<file path="src/rtl/gbpe_pkg.sv">
`default_nettype none

package gbpe_pkg;

  localparam int unsigned ByteBits    = 8;
  localparam int unsigned CoordWidth  = 16;
  localparam int unsigned SlotBits    = 4;
  localparam int unsigned QueueDepth  = 2;
  localparam int unsigned AddrBits    = 5;

  localparam logic [SlotBits-1:0] SlotsOneBit = SlotBits'(8);
  localparam logic [SlotBits-1:0] SlotsTwoBit = SlotBits'(4);
  localparam logic [1:0]          LevelMask   = 2'h3;
  localparam logic [1:0]          LevelOne    = 2'd1;

  typedef enum logic [2:0] {
    RegCursorX    = 3'd0,
    RegCursorY    = 3'd1,
    RegBearLeft   = 3'd2,
    RegBearTop    = 3'd3,
    RegWidth      = 3'd4,
    RegHeight     = 3'd5,
    RegTwoBit     = 3'd6,
    RegDrawBlack  = 3'd7
  } reg_idx_e;

  typedef struct packed {
    logic [7:0] bitmap_byte;
    logic       glyph_start;
  } in_item_t;

  typedef struct packed {
    logic signed [15:0] pixel_x;
    logic signed [15:0] pixel_y;
    logic               pixel_color;
    logic               last_of_byte;
  } out_item_t;

  typedef struct packed {
    logic signed [15:0] pen_x;
    logic signed [15:0] pen_y;
    logic signed [7:0]  bearing_left;
    logic signed [7:0]  bearing_top;
    logic [7:0]         glyph_width;
    logic [7:0]         glyph_height;
    logic               two_bit_mode;
    logic               draw_black;
  } cfg_t;

  typedef struct packed {
    logic [ByteBits-1:0] mask;
    logic [SlotBits-1:0] slots;
    logic                start;
  } job_t;

endpackage

`default_nettype wire

</file>
<file path="src/rtl/gbpe_cfg.sv">
`default_nettype none

module gbpe_cfg (
  input  wire logic                          clk_i,
  input  wire logic                          rst_ni,
  input  wire logic                          psel,
  input  wire logic                          penable,
  input  wire logic                          pwrite,
  input  wire logic [gbpe_pkg::AddrBits-1:0] paddr,
  input  wire logic [31:0]                   pwdata,
  output logic      [31:0]                   prdata,
  output logic                               pready,
  output gbpe_pkg::cfg_t                     cfg_o
);

  localparam gbpe_pkg::cfg_t CfgReset = '{draw_black: 1'b1, default: '0};

  gbpe_pkg::cfg_t     cfg_q, cfg_d;
  gbpe_pkg::reg_idx_e idx;
  logic               wr_en;

  assign idx    = gbpe_pkg::reg_idx_e'(paddr[gbpe_pkg::AddrBits-1:2]);
  assign wr_en  = psel && penable && pwrite;
  assign pready = 1'b1;
  assign cfg_o  = cfg_q;

  always_comb begin
    cfg_d = cfg_q;
    if (wr_en) begin
      unique case (idx)
        gbpe_pkg::RegCursorX:   cfg_d.pen_x        = pwdata[15:0];
        gbpe_pkg::RegCursorY:   cfg_d.pen_y        = pwdata[15:0];
        gbpe_pkg::RegBearLeft:  cfg_d.bearing_left = pwdata[7:0];
        gbpe_pkg::RegBearTop:   cfg_d.bearing_top  = pwdata[7:0];
        gbpe_pkg::RegWidth:     cfg_d.glyph_width  = pwdata[7:0];
        gbpe_pkg::RegHeight:    cfg_d.glyph_height = pwdata[7:0];
        gbpe_pkg::RegTwoBit:    cfg_d.two_bit_mode = pwdata[0];
        gbpe_pkg::RegDrawBlack: cfg_d.draw_black   = pwdata[0];
        default: ;
      endcase
    end
  end

  always_comb begin
    prdata = 32'd0;
    unique case (idx)
      gbpe_pkg::RegCursorX:   prdata = {16'd0, cfg_q.pen_x};
      gbpe_pkg::RegCursorY:   prdata = {16'd0, cfg_q.pen_y};
      gbpe_pkg::RegBearLeft:  prdata = {24'd0, cfg_q.bearing_left};
      gbpe_pkg::RegBearTop:   prdata = {24'd0, cfg_q.bearing_top};
      gbpe_pkg::RegWidth:     prdata = {24'd0, cfg_q.glyph_width};
      gbpe_pkg::RegHeight:    prdata = {24'd0, cfg_q.glyph_height};
      gbpe_pkg::RegTwoBit:    prdata = {31'd0, cfg_q.two_bit_mode};
      gbpe_pkg::RegDrawBlack: prdata = {31'd0, cfg_q.draw_black};
      default:                prdata = 32'd0;
    endcase
  end

  always_ff @(posedge clk_i or negedge rst_ni) begin
    if (!rst_ni) begin
      cfg_q <= CfgReset;
    end else begin
      cfg_q <= cfg_d;
    end
  end

endmodule

`default_nettype wire

</file>
<file path="src/rtl/gbpe_front.sv">
`default_nettype none

module gbpe_front (
  input  wire logic               in_valid_i,
  input  gbpe_pkg::in_item_t      in_item_i,
  output logic                    in_stall_o,
  input  wire logic               two_bit_i,
  input  wire logic               black_i,
  input  wire logic               q_full_i,
  output logic                    q_push_o,
  output gbpe_pkg::job_t          q_job_o
);

  logic [7:0] byte_v;
  logic [7:0] mask_two;
  logic [1:0] lvl;

  assign byte_v     = in_item_i.bitmap_byte;
  assign in_stall_o = q_full_i;
  assign q_push_o   = in_valid_i && !q_full_i;

  // classify each 2-bit level: black draws 2 and 3, white draws only 1
  always_comb begin
    mask_two = '0;
    lvl      = '0;
    for (int i = 0; i < 4; i++) begin
      lvl = 2'(byte_v >> (6 - 2 * i)) & gbpe_pkg::LevelMask;
      mask_two[7-i] = black_i ? lvl[1] : (lvl == gbpe_pkg::LevelOne);
    end
  end

  always_comb begin
    q_job_o.start = in_item_i.glyph_start;
    if (two_bit_i) begin
      q_job_o.mask  = mask_two;
      q_job_o.slots = gbpe_pkg::SlotsTwoBit;
    end else begin
      q_job_o.mask  = byte_v;
      q_job_o.slots = gbpe_pkg::SlotsOneBit;
    end
  end

endmodule

`default_nettype wire

</file>
<file path="src/rtl/gbpe_queue.sv">
`default_nettype none

module gbpe_queue (
  input  wire logic      clk_i,
  input  wire logic      rst_ni,
  input  wire logic      push_i,
  input  gbpe_pkg::job_t job_i,
  output logic           full_o,
  input  wire logic      pop_i,
  output logic           valid_o,
  output gbpe_pkg::job_t job_o
);

  localparam int unsigned PtrBits = $clog2(gbpe_pkg::QueueDepth);
  localparam int unsigned CntBits = $clog2(gbpe_pkg::QueueDepth + 1);

  gbpe_pkg::job_t     mem_q [gbpe_pkg::QueueDepth];
  logic [PtrBits-1:0] wr_ptr_q, wr_ptr_d, rd_ptr_q, rd_ptr_d;
  logic [CntBits-1:0] cnt_q, cnt_d;
  logic               do_push, do_pop;

  assign full_o  = (cnt_q == CntBits'(gbpe_pkg::QueueDepth));
  assign valid_o = (cnt_q != '0);
  assign job_o   = mem_q[rd_ptr_q];
  assign do_push = push_i && !full_o;
  assign do_pop  = pop_i && valid_o;

  always_comb begin
    wr_ptr_d = wr_ptr_q;
    rd_ptr_d = rd_ptr_q;
    cnt_d    = cnt_q;
    if (do_push) begin
      wr_ptr_d = (wr_ptr_q == PtrBits'(gbpe_pkg::QueueDepth - 1)) ? '0 : wr_ptr_q + 1'b1;
    end
    if (do_pop) begin
      rd_ptr_d = (rd_ptr_q == PtrBits'(gbpe_pkg::QueueDepth - 1)) ? '0 : rd_ptr_q + 1'b1;
    end
    if (do_push && !do_pop) begin
      cnt_d = cnt_q + 1'b1;
    end else if (do_pop && !do_push) begin
      cnt_d = cnt_q - 1'b1;
    end
  end

  always_ff @(posedge clk_i) begin
    if (do_push) begin
      mem_q[wr_ptr_q] <= job_i;
    end
  end

  always_ff @(posedge clk_i or negedge rst_ni) begin
    if (!rst_ni) begin
      wr_ptr_q <= '0;
      rd_ptr_q <= '0;
      cnt_q    <= '0;
    end else begin
      wr_ptr_q <= wr_ptr_d;
      rd_ptr_q <= rd_ptr_d;
      cnt_q    <= cnt_d;
    end
  end

endmodule

`default_nettype wire

</file>
<file path="src/rtl/gbpe_back.sv">
`default_nettype none

module gbpe_back #(
  parameter int unsigned COORD_BITS = 16
) (
  input  wire logic          clk_i,
  input  wire logic          rst_ni,
  input  gbpe_pkg::cfg_t     cfg_i,
  input  wire logic          job_valid_i,
  input  gbpe_pkg::job_t     job_i,
  output logic               job_pop_o,
  output logic               out_valid_o,
  input  wire logic          out_stall_i,
  output gbpe_pkg::out_item_t out_item_o
);

  localparam int unsigned MaskBits =
    (COORD_BITS < gbpe_pkg::CoordWidth) ? COORD_BITS : gbpe_pkg::CoordWidth;
  localparam logic [15:0] CoordMask = 16'((33'd1 << MaskBits) - 33'd1);

  logic                                active_q, active_d;
  logic [7:0]                          mask_q, mask_d;
  logic [gbpe_pkg::SlotBits-1:0]       left_q, left_d;
  logic [7:0]                          row_q, row_d, col_q, col_d;
  logic                                fin_q, fin_d;
  logic                                pend_vld_q, pend_vld_d;
  gbpe_pkg::out_item_t                 pend_q, pend_d;
  logic                                out_vld_q, out_vld_d;
  gbpe_pkg::out_item_t                 out_q, out_d;

  logic [7:0]  w, h, row_inc;
  logic [15:0] base_x, base_y, pix_x, pix_y;
  logic        out_free, halt, draw, step, wrap, fin_adv, ends;
  logic        push_step, flush, out_load;

  assign w        = cfg_i.glyph_width;
  assign h        = cfg_i.glyph_height;
  assign base_x   = cfg_i.pen_x + {{8{cfg_i.bearing_left[7]}}, cfg_i.bearing_left};
  assign base_y   = cfg_i.pen_y - {{8{cfg_i.bearing_top[7]}}, cfg_i.bearing_top};
  assign pix_x    = (base_x + {8'd0, col_q}) & CoordMask;
  assign pix_y    = (base_y + {8'd0, row_q}) & CoordMask;

  assign out_free = !out_vld_q || !out_stall_i;
  assign halt     = fin_q || (w == 8'd0) || (h == 8'd0) || (row_q >= h);
  assign draw     = mask_q[7];
  assign step     = active_q && (halt || !draw || !pend_vld_q || out_free);
  assign wrap     = ({1'b0, col_q} + 9'd1) >= {1'b0, w};
  assign row_inc  = row_q + 8'd1;
  assign fin_adv  = wrap && ((row_inc == 8'd0) || (row_inc >= h));
  assign ends     = halt || (left_q == gbpe_pkg::SlotBits'(1)) || fin_adv;

  assign push_step = step && !halt && draw && pend_vld_q;
  assign flush     = !push_step && pend_vld_q && pend_q.last_of_byte && out_free;
  assign out_load  = push_step || flush;

  assign job_pop_o   = job_valid_i && (!active_q || (step && ends));
  assign out_valid_o = out_vld_q;
  assign out_item_o  = out_q;

  always_comb begin
    active_d   = active_q;
    mask_d     = mask_q;
    left_d     = left_q;
    row_d      = row_q;
    col_d      = col_q;
    fin_d      = fin_q;
    pend_vld_d = pend_vld_q;
    pend_d     = pend_q;
    out_d      = out_q;
    out_vld_d  = out_vld_q && out_stall_i;

    if (out_load) begin
      out_d     = pend_q;
      out_vld_d = 1'b1;
      pend_vld_d = 1'b0;
    end

    if (step) begin
      mask_d = {mask_q[6:0], 1'b0};
      left_d = left_q - 1'b1;
      if (halt) begin
        fin_d = 1'b1;
      end else begin
        if (wrap) begin
          col_d = '0;
          row_d = row_inc;
        end else begin
          col_d = col_q + 8'd1;
        end
        if (fin_adv) begin
          fin_d = 1'b1;
        end
      end
      if (!halt && draw) begin
        pend_vld_d          = 1'b1;
        pend_d.pixel_x      = pix_x;
        pend_d.pixel_y      = pix_y;
        pend_d.pixel_color  = cfg_i.draw_black;
        pend_d.last_of_byte = ends;
      end else if (ends && pend_vld_q) begin
        pend_d.last_of_byte = 1'b1;
      end
      if (ends) begin
        active_d = 1'b0;
      end
    end

    if (job_pop_o) begin
      active_d = 1'b1;
      mask_d   = job_i.mask;
      left_d   = job_i.slots;
      if (job_i.start) begin
        row_d = '0;
        col_d = '0;
        fin_d = 1'b0;
      end
    end
  end

  always_ff @(posedge clk_i) begin
    mask_q <= mask_d;
    left_q <= left_d;
    pend_q <= pend_d;
    out_q  <= out_d;
  end

  always_ff @(posedge clk_i or negedge rst_ni) begin
    if (!rst_ni) begin
      active_q   <= 1'b0;
      row_q      <= '0;
      col_q      <= '0;
      fin_q      <= 1'b0;
      pend_vld_q <= 1'b0;
      out_vld_q  <= 1'b0;
    end else begin
      active_q   <= active_d;
      row_q      <= row_d;
      col_q      <= col_d;
      fin_q      <= fin_d;
      pend_vld_q <= pend_vld_d;
      out_vld_q  <= out_vld_d;
    end
  end

endmodule

`default_nettype wire

</file>
<file path="src/rtl/glyph_bitmap_pixel_expander.sv">
// Path: an accepted byte passes the queue to the pixel unit; a drawn pixel waits in the pending
// register until the byte's next drawn pixel or its end settles last_of_byte, then in the output.
// Throughput: while the output is not stalled, one slot and at most one pixel per cycle; a byte
// covers up to 8 slots in 1-bit mode, 4 in 2-bit mode, 1 once the glyph is finished.
// Reset: registers take their defaults (draw_black set), counters clear as at a glyph
// start, queue and output empty; no clearing pass.
`default_nettype none

module glyph_bitmap_pixel_expander #(
  parameter int unsigned COORD_BITS = 16
) (
  input  wire logic                          clk_i,
  input  wire logic                          rst_ni,
  input  wire logic                          in_valid_i,
  input  gbpe_pkg::in_item_t                 in_item_i,
  output logic                               in_stall_o,
  output logic                               out_valid_o,
  input  wire logic                          out_stall_i,
  output gbpe_pkg::out_item_t                out_item_o,
  input  wire logic                          psel,
  input  wire logic                          penable,
  input  wire logic                          pwrite,
  input  wire logic [gbpe_pkg::AddrBits-1:0] paddr,
  input  wire logic [31:0]                   pwdata,
  output logic      [31:0]                   prdata,
  output logic                               pready
);

  gbpe_pkg::cfg_t cfg;
  gbpe_pkg::job_t push_job, pop_job;
  logic           q_full, q_push, q_valid, q_pop;

  gbpe_cfg u_cfg (
    .clk_i   (clk_i),
    .rst_ni  (rst_ni),
    .psel    (psel),
    .penable (penable),
    .pwrite  (pwrite),
    .paddr   (paddr),
    .pwdata  (pwdata),
    .prdata  (prdata),
    .pready  (pready),
    .cfg_o   (cfg)
  );

  gbpe_front u_front (
    .in_valid_i (in_valid_i),
    .in_item_i  (in_item_i),
    .in_stall_o (in_stall_o),
    .two_bit_i  (cfg.two_bit_mode),
    .black_i    (cfg.draw_black),
    .q_full_i   (q_full),
    .q_push_o   (q_push),
    .q_job_o    (push_job)
  );

  gbpe_queue u_queue (
    .clk_i   (clk_i),
    .rst_ni  (rst_ni),
    .push_i  (q_push),
    .job_i   (push_job),
    .full_o  (q_full),
    .pop_i   (q_pop),
    .valid_o (q_valid),
    .job_o   (pop_job)
  );

  gbpe_back #(
    .COORD_BITS (COORD_BITS)
  ) u_back (
    .clk_i       (clk_i),
    .rst_ni      (rst_ni),
    .cfg_i       (cfg),
    .job_valid_i (q_valid),
    .job_i       (pop_job),
    .job_pop_o   (q_pop),
    .out_valid_o (out_valid_o),
    .out_stall_i (out_stall_i),
    .out_item_o  (out_item_o)
  );

endmodule

`default_nettype wire

</file>
<file path="config.mk">
export PLATFORM = sky130hd
export DESIGN_NAME = glyph_bitmap_pixel_expander
export DESIGN_NICKNAME = d
export VERILOG_FILES = /design/src/rtl/gbpe_pkg.sv /design/src/rtl/gbpe_cfg.sv /design/src/rtl/gbpe_front.sv /design/src/rtl/gbpe_queue.sv /design/src/rtl/gbpe_back.sv /design/src/rtl/glyph_bitmap_pixel_expander.sv
export SDC_FILE = /design/constraint.sdc
export NUM_CORES = 1
export LEC_CHECK = 0
export BUFFER_PORTS_ARGS = -buffer_cell sky130_fd_sc_hd__buf_2
export CORE_ASPECT_RATIO = 0.7
export CORE_MARGIN = 2
export CORE_UTILIZATION = 46
export DETAILED_ROUTE_END_ITERATION = 10
export HOLD_SLACK_MARGIN = 0.03
export PLACE_DENSITY_LB_ADDON = 0.12
export SYNTH_ARGS = -nofsm -noshare
export SYNTH_HDL_FRONTEND = slang
export SYNTH_SLANG_ARGS = --single-unit
</file>
<file path="constraint.sdc">
create_clock -name clk_i -period 5.1 [get_ports clk_i]
set_input_delay 0.255 -clock clk_i [delete_from_list [all_inputs] [get_ports clk_i]]
set_output_delay 0.255 -clock clk_i [all_outputs]
set_load 0.05 [all_outputs]
</file>
Word level (Yosys, flattened, before mapping)
Memory sizes are Yosys's and may differ from the RTL's.
Index checks and enable logic that the tools add are counted.
{ "totals": {"out_inout_bits": 69, "in_bits": 53, "ff_bits": 170, "n_memories": 1, "ram_bits": 26, "elab_cells": 158} }
{ "mem_list": {"columns": ["name", "depth", "word_bits", "rd", "rd_clocked_by_memory_dff", "write_ports", "line_no", "text"], "rows": [
  ["u_queue.mem_q", 2, 13, 1, 0, 1, "gbpe_queue.sv:17", "gbpe_pkg::job_t mem_q [gbpe_pkg::QueueDepth];"]
]} }
{ "classes": {"n_eq_ne": 13, "reduce_logical": 62, "n_lt_le_gt_ge": 3, "addsub": 12, "muxes": 40} }
{ "ops": {"columns": ["cell", "count"], "rows": [
  ["one-hot mux 32 bit (8 select lines)", 1],
  ["2-to-1 mux 8 bit", 12],
  ["adder 16 x 8 -> 16 bit", 2],
  ["zero test 8 bit", 3],
  ["2-to-1 mux 1 bit", 22],
  ["AND reduction 2 bit", 11],
  ["logical AND 1 bit", 20],
  ["adder 16 bit", 1],
  ["adder 8 x 1 -> 8 bit (second input constant)", 2],
  [">= comparator 8 bit", 2],
  ["subtractor 16 bit", 1],
  ["== test 3 bit (second input constant)", 4],
  ["logical OR 1 bit", 12],
  ["2-to-1 mux 12 bit", 1],
  ["zero test 1 bit", 10],
  ["nonzero test 2 bit", 5],
  ["adder 8 x 1 -> 9 bit (second input constant)", 1],
  [">= comparator 9 x 8 -> 1 bit", 1],
  ["== test 2 x 1 -> 1 bit (second input constant)", 4],
  ["2-to-1 mux 4 bit", 2],
  ["== test 3 x 2 -> 1 bit (second input constant)", 2],
  ["== test 4 x 1 -> 1 bit (second input constant)", 1],
  ["2-to-1 mux 2 bit", 2],
  ["subtractor 4 x 1 -> 4 bit (second input constant)", 1],
  ["6 further kinds", 7]
]} }

Longest topological paths before layout
Gate-level depths: netlist of the first run.
{ "depth": {"ltp_word": 19, "depth_mapped": 17, "depth_no_buf": 15} }

Modules after synthesis
Synthesis of the first run repeated with hierarchy kept, for this count alone.
{ "unflattened": {"hier_cells": 918, "area_unflattened_um2": 11083.1} }
{ "by_module_without_submodules": {"columns": ["module", "cells_per_inst", "seq_area_each_um2", "instances", "area_per_inst_um2"], "rows": [
  ["gbpe_back", 579, 2902.8, 1, 6476.2],
  ["gbpe_cfg", 252, 1652.8, 1, 3294.4],
  ["gbpe_queue", 59, 880.8, 1, 1141.1],
  ["gbpe_front", 28, 0.0, 1, 171.4]
]} }

Worst setup path before layout of the first run
Ideal clock, no wire load.
{ "synth_timing": {"kind": "reg2reg", "startpoint": "register u_back.row_q[0]", "endpoint": "register u_back.out_q, in the netlist u_back.out_item_o[0] (enable)", "setup_time_ns": 0.437, "stages_incl_launch_ff": 11, "t_required_ns": 4.663, "synth_period_minus_slack_ns": 4.171, "path_slack_ns": 0.929, "t_arrival_ns": 3.735, "path_buffers": 1, "path_cell_list": "dfrtp_1 -> inv_1 -> ha_1 -> nand2b_1 -> a21o_1 -> a211o_1 -> a21oi_1 -> buf_2 -> and3_1 -> o21ai_0 -> a21oi_1"} }
{ "synth_via": {"elab_chain_len": 14, "elab_cells_between_ends": 15, "classes_between": "order compare: 1; reduce/logical: 14"} }
{ "synth_lines": {"columns": ["item", "line_no", "text"], "rows": [
  ["start: declaration", "gbpe_back.sv:24", "logic [7:0] row_q, row_d, col_q, col_d;"],
  ["start signal: assignment", "gbpe_back.sv:137", "row_q <= row_d;"],
  [">= comparator 8 bit *", "gbpe_back.sv:44", "assign halt = fin_q || (w == 8'd0) || (h == 8'd0) || (row_q >= h);"],
  ["logical OR 1 bit *", "gbpe_back.sv:44", null],
  ["logical OR 1 bit (3 in series)", "gbpe_back.sv:46", "assign step = active_q && (halt || !draw || !pend_vld_q || out_free);"],
  ["logical AND 1 bit", "gbpe_back.sv:46", null],
  ["logical AND 1 bit * (3 in series)", "gbpe_back.sv:52", "assign push_step = step && !halt && draw && pend_vld_q;"],
  ["zero test 1 bit", "gbpe_back.sv:53", "assign flush = !push_step && pend_vld_q && pend_q.last_of_byte && out_free;"],
  ["logical AND 1 bit (3 in series)", "gbpe_back.sv:53", null],
  ["logical OR 1 bit *", "gbpe_back.sv:54", "assign out_load = push_step || flush;"],
  ["named net u_back.out_load", "gbpe_back.sv:34", "logic push_step, flush, out_load;"],
  ["end signal: assignment", "gbpe_back.sv:124", "out_q <= out_d;"],
  ["end: declaration", "gbpe_back.sv:29", "gbpe_pkg::out_item_t out_q, out_d;"]
]} }
The timed path passes the listed nets; every way through them passes the cells marked *.
A chain may end at the register's enable or synchronous reset.

Worst setup path in the final report of the first run
{ "layout_timing": {"startpoint": "register u_back.col_q[1]", "endpoint": "register u_back.pend_q[0] (netlist bit) (enable)"} }
{ "layout_via": {"elab_chain_len": 7} }
{ "layout_lines": {"columns": ["item", "line_no", "text"], "rows": [
  ["start: declaration", "gbpe_back.sv:24", null],
  ["start signal: assignment", "gbpe_back.sv:138", "col_q <= col_d;"],
  ["adder 8 x 1 -> 9 bit", "gbpe_back.sv:47", "assign wrap = ({1'b0, col_q} + 9'd1) >= {1'b0, w};"],
  [">= comparator 9 x 8 -> 1 bit", "gbpe_back.sv:47", null],
  ["logical AND 1 bit", "gbpe_back.sv:49", "assign fin_adv = wrap && ((row_inc == 8'd0) || (row_inc >= h));"],
  ["logical OR 1 bit", "gbpe_back.sv:50", "assign ends = halt || (left_q == gbpe_pkg::SlotBits'(1)) || fin_adv;"],
  ["logical AND 1 bit", "gbpe_back.sv:100", "end else if (ends && pend_vld_q) begin"],
  ["nonzero test 2 bit (no source line)", null, null],
  ["AND reduction 2 bit (no source line)", null, null],
  ["end signal: assignment", "gbpe_back.sv:123", "pend_q <= pend_d;"],
  ["end: declaration", "gbpe_back.sv:27", "gbpe_pkg::out_item_t pend_q, pend_d;"]
]} }
Every way passes these cells.

==> results.toml, run 1 <==
[run_status]
outcome = "finished clean"

[timing]
fin_hold_ws_ns = 0.0483
fmax_mhz = 266
slew_headroom = 0.342
drv_slew = 0
hold_viol = 0
finalWorstSetupSlack_ns = 1.34
setup_viol = 0
rsz0062_at_grt = "no"
skew_ns = 0.0127
finalCritPeriodShare = 0.737
worst_pin_slew_ns = 0.984
setup_tns_ns = 0
finalCriticalPeriod_ns = 3.76

[worst_setup_path]
crit_family = "simple AND/OR/NAND/NOR gates"
cp_cell_sequence = "ha_1 -> and3_1 -> nand3_1 -> xnor2_1 -> ha_1 -> a21oi_1 -> nand3_1 -> a221oi_2 -> and2_1 -> a21oi_1 -> nor2_1 -> o221ai_1"
critical_path.startpoint = "u_back.col_q[1]"
end_kind = "register"
crit_type = "register to register"
crit_path_top_delay_cell = "and2_1"
cp.buffers_inverters = 0
r2r_start = "u_back.col_q[1]"
arrival_ns = 3.94
cp-start-kind = "register"
cp_max_fo = 14
cp.required_ns = 5.28
max_stage_delay_ns = 0.57

[global_route]
overflow = 0
grt_pass1_wl_microns = 37600
antenna_found_initial = 0
grtUsageTotal = 0.210
grt_max_degree = 58
grt_pass1_vias = 6445

[floorplan]
core_area_sq_um = 22600
fp.dieH_microns = 131
io_pins = 122
floorplan.initialDensity = 0.468
die-area_sq_um = 24200
dieWidth_microns = 185
rows = 46

[layout]
final_common_cell = "edfxtp_1"
fin_nets = 1151
syn2layout_area_growth_pct = 11.9
layout_common_cells = "edfxtp_1, dfrtp_1, buf_2"
final_util = 0.523
nFillCells = 2014
drive_above_1_share = 0.197
n_antenna_cell = 0

[routing]
drt_first_pass_iters = 5
drt-total-wl_microns = 24100
wl_per_cell_microns = 18.1
ant_nets = 0
vias = 6937
first_iter_violations = 500
drc = 0
routed_via_density = 5.21

[clocking]
path_clk_slew_ns = 0.07
clock_latency_ns = 0.45
clkSinkCount = 192
cts_tree = "yes"
cts_buffers = 17
cts_buffer_depth = 2
ctsRootBufferMaster = "clkbuf_16"
cts_max_level = 4

[synth]
avgSynthCellArea_sq_um = 11.5
syn_area_sq_um = 10600
ys_seq_elements = 192
async_reset_ff_frac = 0.469
synth_edf_count = 102
synthFlopType = "edfxtp_1"
ys_warn_count = 0
yosysSeqAreaShare = 0.503
netlist_instances = 918
synth.distinct_cells = 65

[worst_hold_path]
hold_path_class = "primary input to register"
holdCritStartpoint = "pwdata[15]"

[placement]
io_buffers = 86
gp_congestion = 0.880
place_hpwl_microns = 17700
dpl_worst_slack_ns = 1.41

[run]
max_cap_viol_count = 0

[power]
max-vdd-ir-drop_v = 0.000269
power_density_nw_per_um2 = 521
p_leak_nw = 5.22
synthesized netlist by cell type (6+ instances only):
master / count / area [sq um]
a21o_1: 8 / 60.1
a21oi_1: 57 / 285
and3_1: 6 / 37.5
buf_2: 6 / 30.0
buf_4: 17 / 128
clkbuf_1: 12 / 45.0
dfrtp_1: 89 / 2230
edfxtp_1: 102 / 3060
fa_1: 17 / 340
ha_1: 74 / 926
inv_1: 75 / 282
mux2_2: 52 / 586
mux2i_1: 22 / 220
nand2_1: 64 / 240
nand2b_1: 9 / 56.3
nand3_1: 27 / 135
nand4_1: 7 / 43.8
nor2_1: 58 / 218
nor2b_1: 12 / 75.1
nor3_1: 10 / 50.1
o21ai_0: 46 / 230
o22ai_1: 8 / 50.1
o31ai_1: 7 / 52.6
xnor2_1: 41 / 359
xor2_1: 9 / 78.8
where the power goes:
group / internal, mW / switching (mW)
clock: 0.635 / 0.608
combinational: 0.885 / 1.48
sequential: 2.27 / 0.292
worst paths after layout:
check                                             end  slack [ns]  cells past startpoint
worst min register to register  u_back.out_item_o[18]        0.41                      0
worst max register to register       u_back.pend_q[0]        1.34                     12
worst max-delay path                 u_back.pend_q[0]        1.34                     12
max in group asynchronous             u_cfg.cfg_o[54]        3.64                      3
worst min-delay path                  u_cfg.cfg_o[65]        0.05                      2
min in group asynchronous            u_queue.wr_ptr_q        0.32                      2
layer usage:
layer,track usage,routed length [microns],vias to the layer above
li1,-,-,3406
met3,0.0482,1410,26
met1,0.344,13100,3312
met4,0.0700,436,0
met2,0.263,9140,193
met5,0,0,-
through the flow:
step	instance area, sq um	std cells	power, mW
floorplan	10600	933	4.38
global placement	11300	1298	4.91
detailed placement	11300	1298	4.95
CTS	11800	1332	6.22
global route	11800	1332	6.58
finish	11800	1332	6.17
cell type report:
type | count | area, sq um | share of cell area
Tap cell | 312 | 390 | 0.0330
Clock buffer | 19 | 443 | 0.0374
Timing Repair Buffer | 97 | 520 | 0.0440
Clock inverter | 13 | 91.3 | 0.00772
Inverter | 76 | 285 | 0.0241
Sequential cell | 192 | 5320 | 0.449
Multi-Input combinational cell | 623 | 4790 | 0.405
registers in the layout, indices dropped and copies added (netlist names), 2 cells and up:
name / count
u_back.mask_q: 8
u_back.left_q: 4
u_back.pend_q: 34
u_back.out_item_o: 34
u_back.col_q: 8
u_queue.cnt_q: 2
u_queue.mem_q: 22
u_cfg.cfg_o: 66
u_back.row_q: 8
kinds of logic after synthesis:
family / Yosys count / synth area share
simple gates: 219 / 0.0999
flops: 192 / 0.503
compound gates: 164 / 0.0945
buf+inv: 118 / 0.0509
fa+ha+maj: 91 / 0.120
mux: 82 / 0.0904
xor+xnor: 50 / 0.0414
other cells: 2 / 0.000710
timing repair:
action,in CTS,in global routing
hold buffers,2,0
resized for setup,0,0
buffers inserted,0,0
endpoints found under the hold margin,35,0
(Power assumes the default switching activity.)
==> run 2: changes to the inputs <==
- clock period: 5.1 -> 3.7 ns (I/O delays scaled with it)
==> run 2 against run 1 <==
  * Combinational power up 44%
  * Sequential share of layout area is 0.81 points lower
  * Critical endpoint is now u_back.mask_q[7]
  * Via count increased by 0.98%
  * Global-route usage decreased by 0.43 points
  * Fmax up 8.9%
  * Critical path type unchanged
  * Count of clock-buffer cells in the layout fell by 2
==> results.toml, run 2 (same netlist as run 1, synthesis figures left out) <==
[run_status]
outcome = "finished clean"

[worst_setup_path]
crit_type = "register to register"
critPathCapture = "u_back.mask_q[7]"
crit_path_top_delay_cell = "dfrtp_1"
max_stage_delay_ns = 0.42
cp_max_fo = 9
arrival_ns = 3.65
worst-r2r-setup-slack_ns = 0.25
cp_cell_sequence = "ha_1 -> and3_1 -> nand3_1 -> xnor2_1 -> ha_1 -> a21oi_1 -> nand3_1 -> a221oi_4 -> a21oi_1 -> a21bo_1 -> and2_4 -> buf_12 -> mux2_2"
r2r_start = "u_back.col_q[0]"
cp-start-kind = "register"
end_kind = "register"
cp.required_ns = 3.89
reg2regPathDepth = 13
critical_path.startpoint = "u_back.col_q[0]"
reg2reg_to = "u_back.mask_q[7]"

[floorplan]
core_area_sq_um = 22600
rows = 46
fp.dieH_microns = 131
die-area_sq_um = 24200
dieWidth_microns = 185
io_pins = 122
floorplan.initialDensity = 0.468

[clocking]
cts_tree = "yes"
cts_buffers = 17
ctsRootBufferMaster = "clkbuf_16"
clkSinkCount = 192
path_clk_slew_ns = 0.08
clock_latency_ns = 0.44
cts_max_level = 4
cts_buffer_depth = 2

[routing]
drc = 0
ant_nets = 0
wl_per_cell_microns = 17.6
vias = 7005
routed_via_density = 5.19
first_iter_violations = 482
drt-total-wl_microns = 23800
drt_first_pass_iters = 5

[timing]
drv_slew = 0
skew_ns = 0.0141
finalWorstSetupSlack_ns = 0.247
finalCritPeriodShare = 0.933
slew_headroom = 0.249
setup_tns_ns = 0
rsz0062_at_grt = "no"
setup_viol = 0
finalCriticalPeriod_ns = 3.45
fmax_mhz = 290
hold_viol = 0
worst_pin_slew_ns = 1.12

[global_route]
grtUsageMet2 = 0.274
grt_use_met3 = 0.0449
grt_pass1_wl_microns = 37000
grtUsageTotal = 0.205
antenna_found_initial = 1
overflow = 0
grt_max_degree = 77
grt.met1_usage = 0.335
top_usage_layer = "met1"
grt_pass1_vias = 6396

[power]
combPwrFrac = 0.389
swShare = 0.386
clockPowerShare = 0.207
p_leak_nw = 5.33
intPower_mw = 5.35
max-vdd-ir-drop_v = 0.000335
netSwitchingPower_mw = 3.36
power_mw = 8.71
power_density_nw_per_um2 = 722
p_seq_frac = 0.404

[layout]
layout_common_cells = "edfxtp_1, dfrtp_1, buf_2"
drive_above_1_share = 0.204
final_design_area_no_fill_sq_um = 12100
stdcell_count = 1349
fin_nets = 1168
syn2layout_area_growth_pct = 14.0
largest_reg_flops = 66
nFillCells = 1997
final_common_cell = "edfxtp_1"
n_antenna_cell = 0

[run]
max_cap_viol_count = 0

[placement]
placed_area_sq_um = 11300
gp_congestion = 0.816
dpl_worst_slack_ns = 0.254
io_buffers = 86
dp.cells = 1302
place_hpwl_microns = 17400

[worst_hold_path]
hold_path_class = "primary input to register"
run 2: cell types whose count changed in the layout (fill, tap and decap cells not counted), moves of 2 or more:
cell	previous run	this run
inv_8	0	4
inv_6	1	5
buf_4	10	16
inv_4	0	3
clkinv_1	2	0
dlygate4sd3_1	2	11
clkinvlp_4	4	1
buf_12	0	2
clkinv_4	4	1
clkinv_2	2	0
run 2: layout make-up:
cell class	count	area (sq um)	area share
multi-input cells	623	4800	0.398
clock buffers	17	425	0.0353
clock inverters	15	140	0.0116
well taps	312	390	0.0324
repair buffers	114	696	0.0577
flip-flops and latches	192	5320	0.441
inverters	76	285	0.0237
run 2: critical path: cells and delay by family, from the launching register on:
family | cells | cell delay, ns
AOI/OAI and AO/OA | 4 | 0.89
xor gates and xnor gates | 1 | 0.22
adders and majority gates | 2 | 0.57
buffers and inverters | 1 | 0.14
DFF | 1 | 0.42
muxes | 1 | 0.32
and+or+nand+nor | 4 | 0.64
run 2: power groups by stage:
stage | combinational, mW | sequential, mW | clock [mW]
floorplan | 2.26 | 3.77 | 0
global placement | 3.26 | 3.55 | 0
detailed placement | 3.29 | 3.56 | 0
CTS | 3.32 | 3.52 | 1.85
global route | 3.76 | 3.60 | 1.95
finish | 3.39 | 3.52 | 1.80
run 2: routing by layer:
metal	up-vias	part of all wire
li1	3448	-
met1	3391	0.54
met2	159	0.40
met3	7	0.057
met4	0	0.0060
met5	-	0
run 2: worst min-delay path by stage:
stage / start / endpoint / slack [ns] / depth (start not counted)
global placement: in_item_i[0] / u_queue.mem_q[1][0] / 0.38 / 1
finish: in_valid_i / u_queue.wr_ptr_q / 0.05 / 3
detailed placement: in_item_i[0] / u_queue.mem_q[0][0] / 0.38 / 1
floorplan: rst_ni / u_back.active_q / -0.11 / 0
CTS: in_valid_i / u_queue.wr_ptr_q / 0.03 / 3
global route: pwdata[7] / u_cfg.cfg_o[25] / 0.07 / 3
run 2: what timing repair did:
action,CTS,global route
hold buffers,11,0
setup buffers,0,4
gates resized for setup,0,1
hold endpoints to repair,93,0
setup endpoints to repair,0,1
run 2: through the flow:
step                 util  hold slack [ns]
finish              0.533           0.0534
detailed placement  0.501            0.385
CTS                 0.531           0.0339
global route        0.533           0.0730
global placement    0.501            0.382
floorplan               -           -0.111
==> run 3: changes to the inputs <==
- CORE_UTILIZATION: 46 -> 35
==> run 3 against run 2 <==
  * Flip-flop and latch count unchanged
  * Clock power increased by 16%
  * First-iteration DRC count rose by 2.1%
  * Largest cell class unchanged
  * Critical endpoint unchanged
  * Cell count rose by 7.5%
  * Cell area grew 1.9%
  * Via count decreased by 0.70%
  * Power increased by 3.8%
  * Count of clock-buffer cells in the layout unchanged
  * Hold slack hardly changed
  * Non-clock buffer count grew 1
  * Combinational power rose by 1%
  * Sequential share of layout area decreased by 0.80 points
==> results.toml, run 3 (same netlist as run 1, synthesis figures left out) <==
[run_status]
outcome = "finished clean"

[timing]
finalCritPeriodShare = 0.923
setup_viol = 0
setup_tns_ns = 0
finalCriticalPeriod_ns = 3.41
hold_viol = 0
finalWorstSetupSlack_ns = 0.286
slew_headroom = 0.260
drv_slew = 0
rsz0062_at_grt = "no"
worst_pin_slew_ns = 1.11
skew_ns = 0.0108
fmax_mhz = 293

[worst_setup_path]
cp_max_fo = 9
cp.required_ns = 3.90
end_kind = "register"
arrival_ns = 3.62
crit_type = "register to register"
cp-start-kind = "register"

[power]
max-vdd-ir-drop_v = 0.000350
power_mw = 9.04
combPwrFrac = 0.380
swShare = 0.373
intPower_mw = 5.67
power_density_nw_per_um2 = 736
p_seq_frac = 0.390
netSwitchingPower_mw = 3.37
p_leak_nw = 5.37
clockPowerShare = 0.230

[clocking]
clock_latency_ns = 0.45
clkSinkCount = 192
cts_buffer_depth = 2
path_clk_slew_ns = 0.08
cts_buffers = 17
cts_tree = "yes"
cts_max_level = 4
ctsRootBufferMaster = "clkbuf_16"

[layout]
final_util = 0.411
drive_above_1_share = 0.207
final_design_area_no_fill_sq_um = 12300
largest_reg_flops = 66
syn2layout_area_growth_pct = 16.1
final_common_cell = "edfxtp_1"
layout_common_cells = "edfxtp_1, dfrtp_1, buf_2"
n_antenna_cell = 0
fin_nets = 1169

[floorplan]
floorplan.initialDensity = 0.354
io_pins = 122
rows = 53
die-area_sq_um = 31700
dieWidth_microns = 212
core_area_sq_um = 29900
fp.dieH_microns = 149

[global_route]
antenna_found_initial = 1
grtUsageTotal = 0.168
overflow = 0
grt_pass1_wl_microns = 39700
grt_max_degree = 69
grt_pass1_vias = 6621

[run]
max_cap_viol_count = 0

[routing]
drt-total-wl_microns = 25100
wl_per_cell_microns = 17.3
vias = 6956
first_iter_violations = 492
ant_nets = 0
drc = 0
routed_via_density = 4.80
drt_first_pass_iters = 5

[worst_hold_path]
hold_path_class = "primary input to register"

[placement]
placed_area_sq_um = 11500
dpl_worst_slack_ns = 0.187
place_hpwl_microns = 18600
io_buffers = 86
gp_congestion = 0.831
==> run 3: routing by layer <==
metal	wire length, microns	part of all wire	global-route usage
met1	13700	0.54	0.270
met3	1220	0.049	0.0407
met2	10000	0.40	0.223
met5	13	0.00052	0
met4	199	0.0079	0.0384
==> run 3: through the flow <==
stage | hold WS [ns] | instances
5_1_grt | 0.0549 | 1450
4_1_cts | 0.0360 | 1446
2_1_floorplan | -0.111 | 933
3_5_place_dp | 0.384 | 1403
6_report | 0.0530 | 1450
3_3_place_gp | 0.382 | 1403
==> run 3: layout make-up <==
type | instances | area [sq um]
Clock buffer | 17 | 425
Clock inverter | 15 | 230
Fill cell | 2908 | 17600
Inverter | 76 | 285
Multi-Input combinational cell | 623 | 4810
Sequential cell | 192 | 5320
Tap cell | 412 | 515
Timing Repair Buffer | 115 | 703
==> run 3: power by group through the flow <==
| stage | Sequential, mW | Clock, mW | Combinational [mW] |
|---|---|---|---|
| 3_5_place_dp | 3.57 | 0 | 3.34 |
| 3_3_place_gp | 3.57 | 0 | 3.33 |
| 2_1_floorplan | 3.77 | 0 | 2.26 |
| 4_1_cts | 3.53 | 2.13 | 3.38 |
| 6_report | 3.53 | 2.08 | 3.43 |
| 5_1_grt | 3.61 | 2.22 | 3.82 |
==> run 3: worst paths after layout <==
check / from / to / slack, ns / cells past startpoint
hold reg to reg: u_back.pend_q[7] / u_back.out_item_o[7] / 0.42 / 0
hold / removal: in_valid_i / u_queue.wr_ptr_q / 0.05 / 3
min in group asynchronous: rst_ni / u_back.active_q / 0.41 / 2
max in group asynchronous: rst_ni / u_cfg.cfg_o[61] / 2.38 / 3
setup reg to reg: u_back.col_q[1] / u_back.mask_q[7] / 0.29 / 13
setup / recovery: u_back.col_q[1] / u_back.mask_q[7] / 0.29 / 13
==> run 3: critical path, cell delays in order, from the launching register on <==
cell,delay [ns]
dfrtp_1,0.41
ha_2,0.25
and3_1,0.19
nand3_1,0.10
xnor2_1,0.20
ha_1,0.30
a21oi_1,0.18
nand3_1,0.15
a221oi_4,0.38
a21oi_1,0.10
a21bo_1,0.23
and2_4,0.20
buf_12,0.14
mux2_2,0.33
==> run 3: what timing repair did <==
action,in CTS,in global routing
gates resized for setup,0,3
endpoints found under the hold margin,85,0
endpoints found under the setup margin,0,9
hold buffers,11,0
setup buffers,0,4
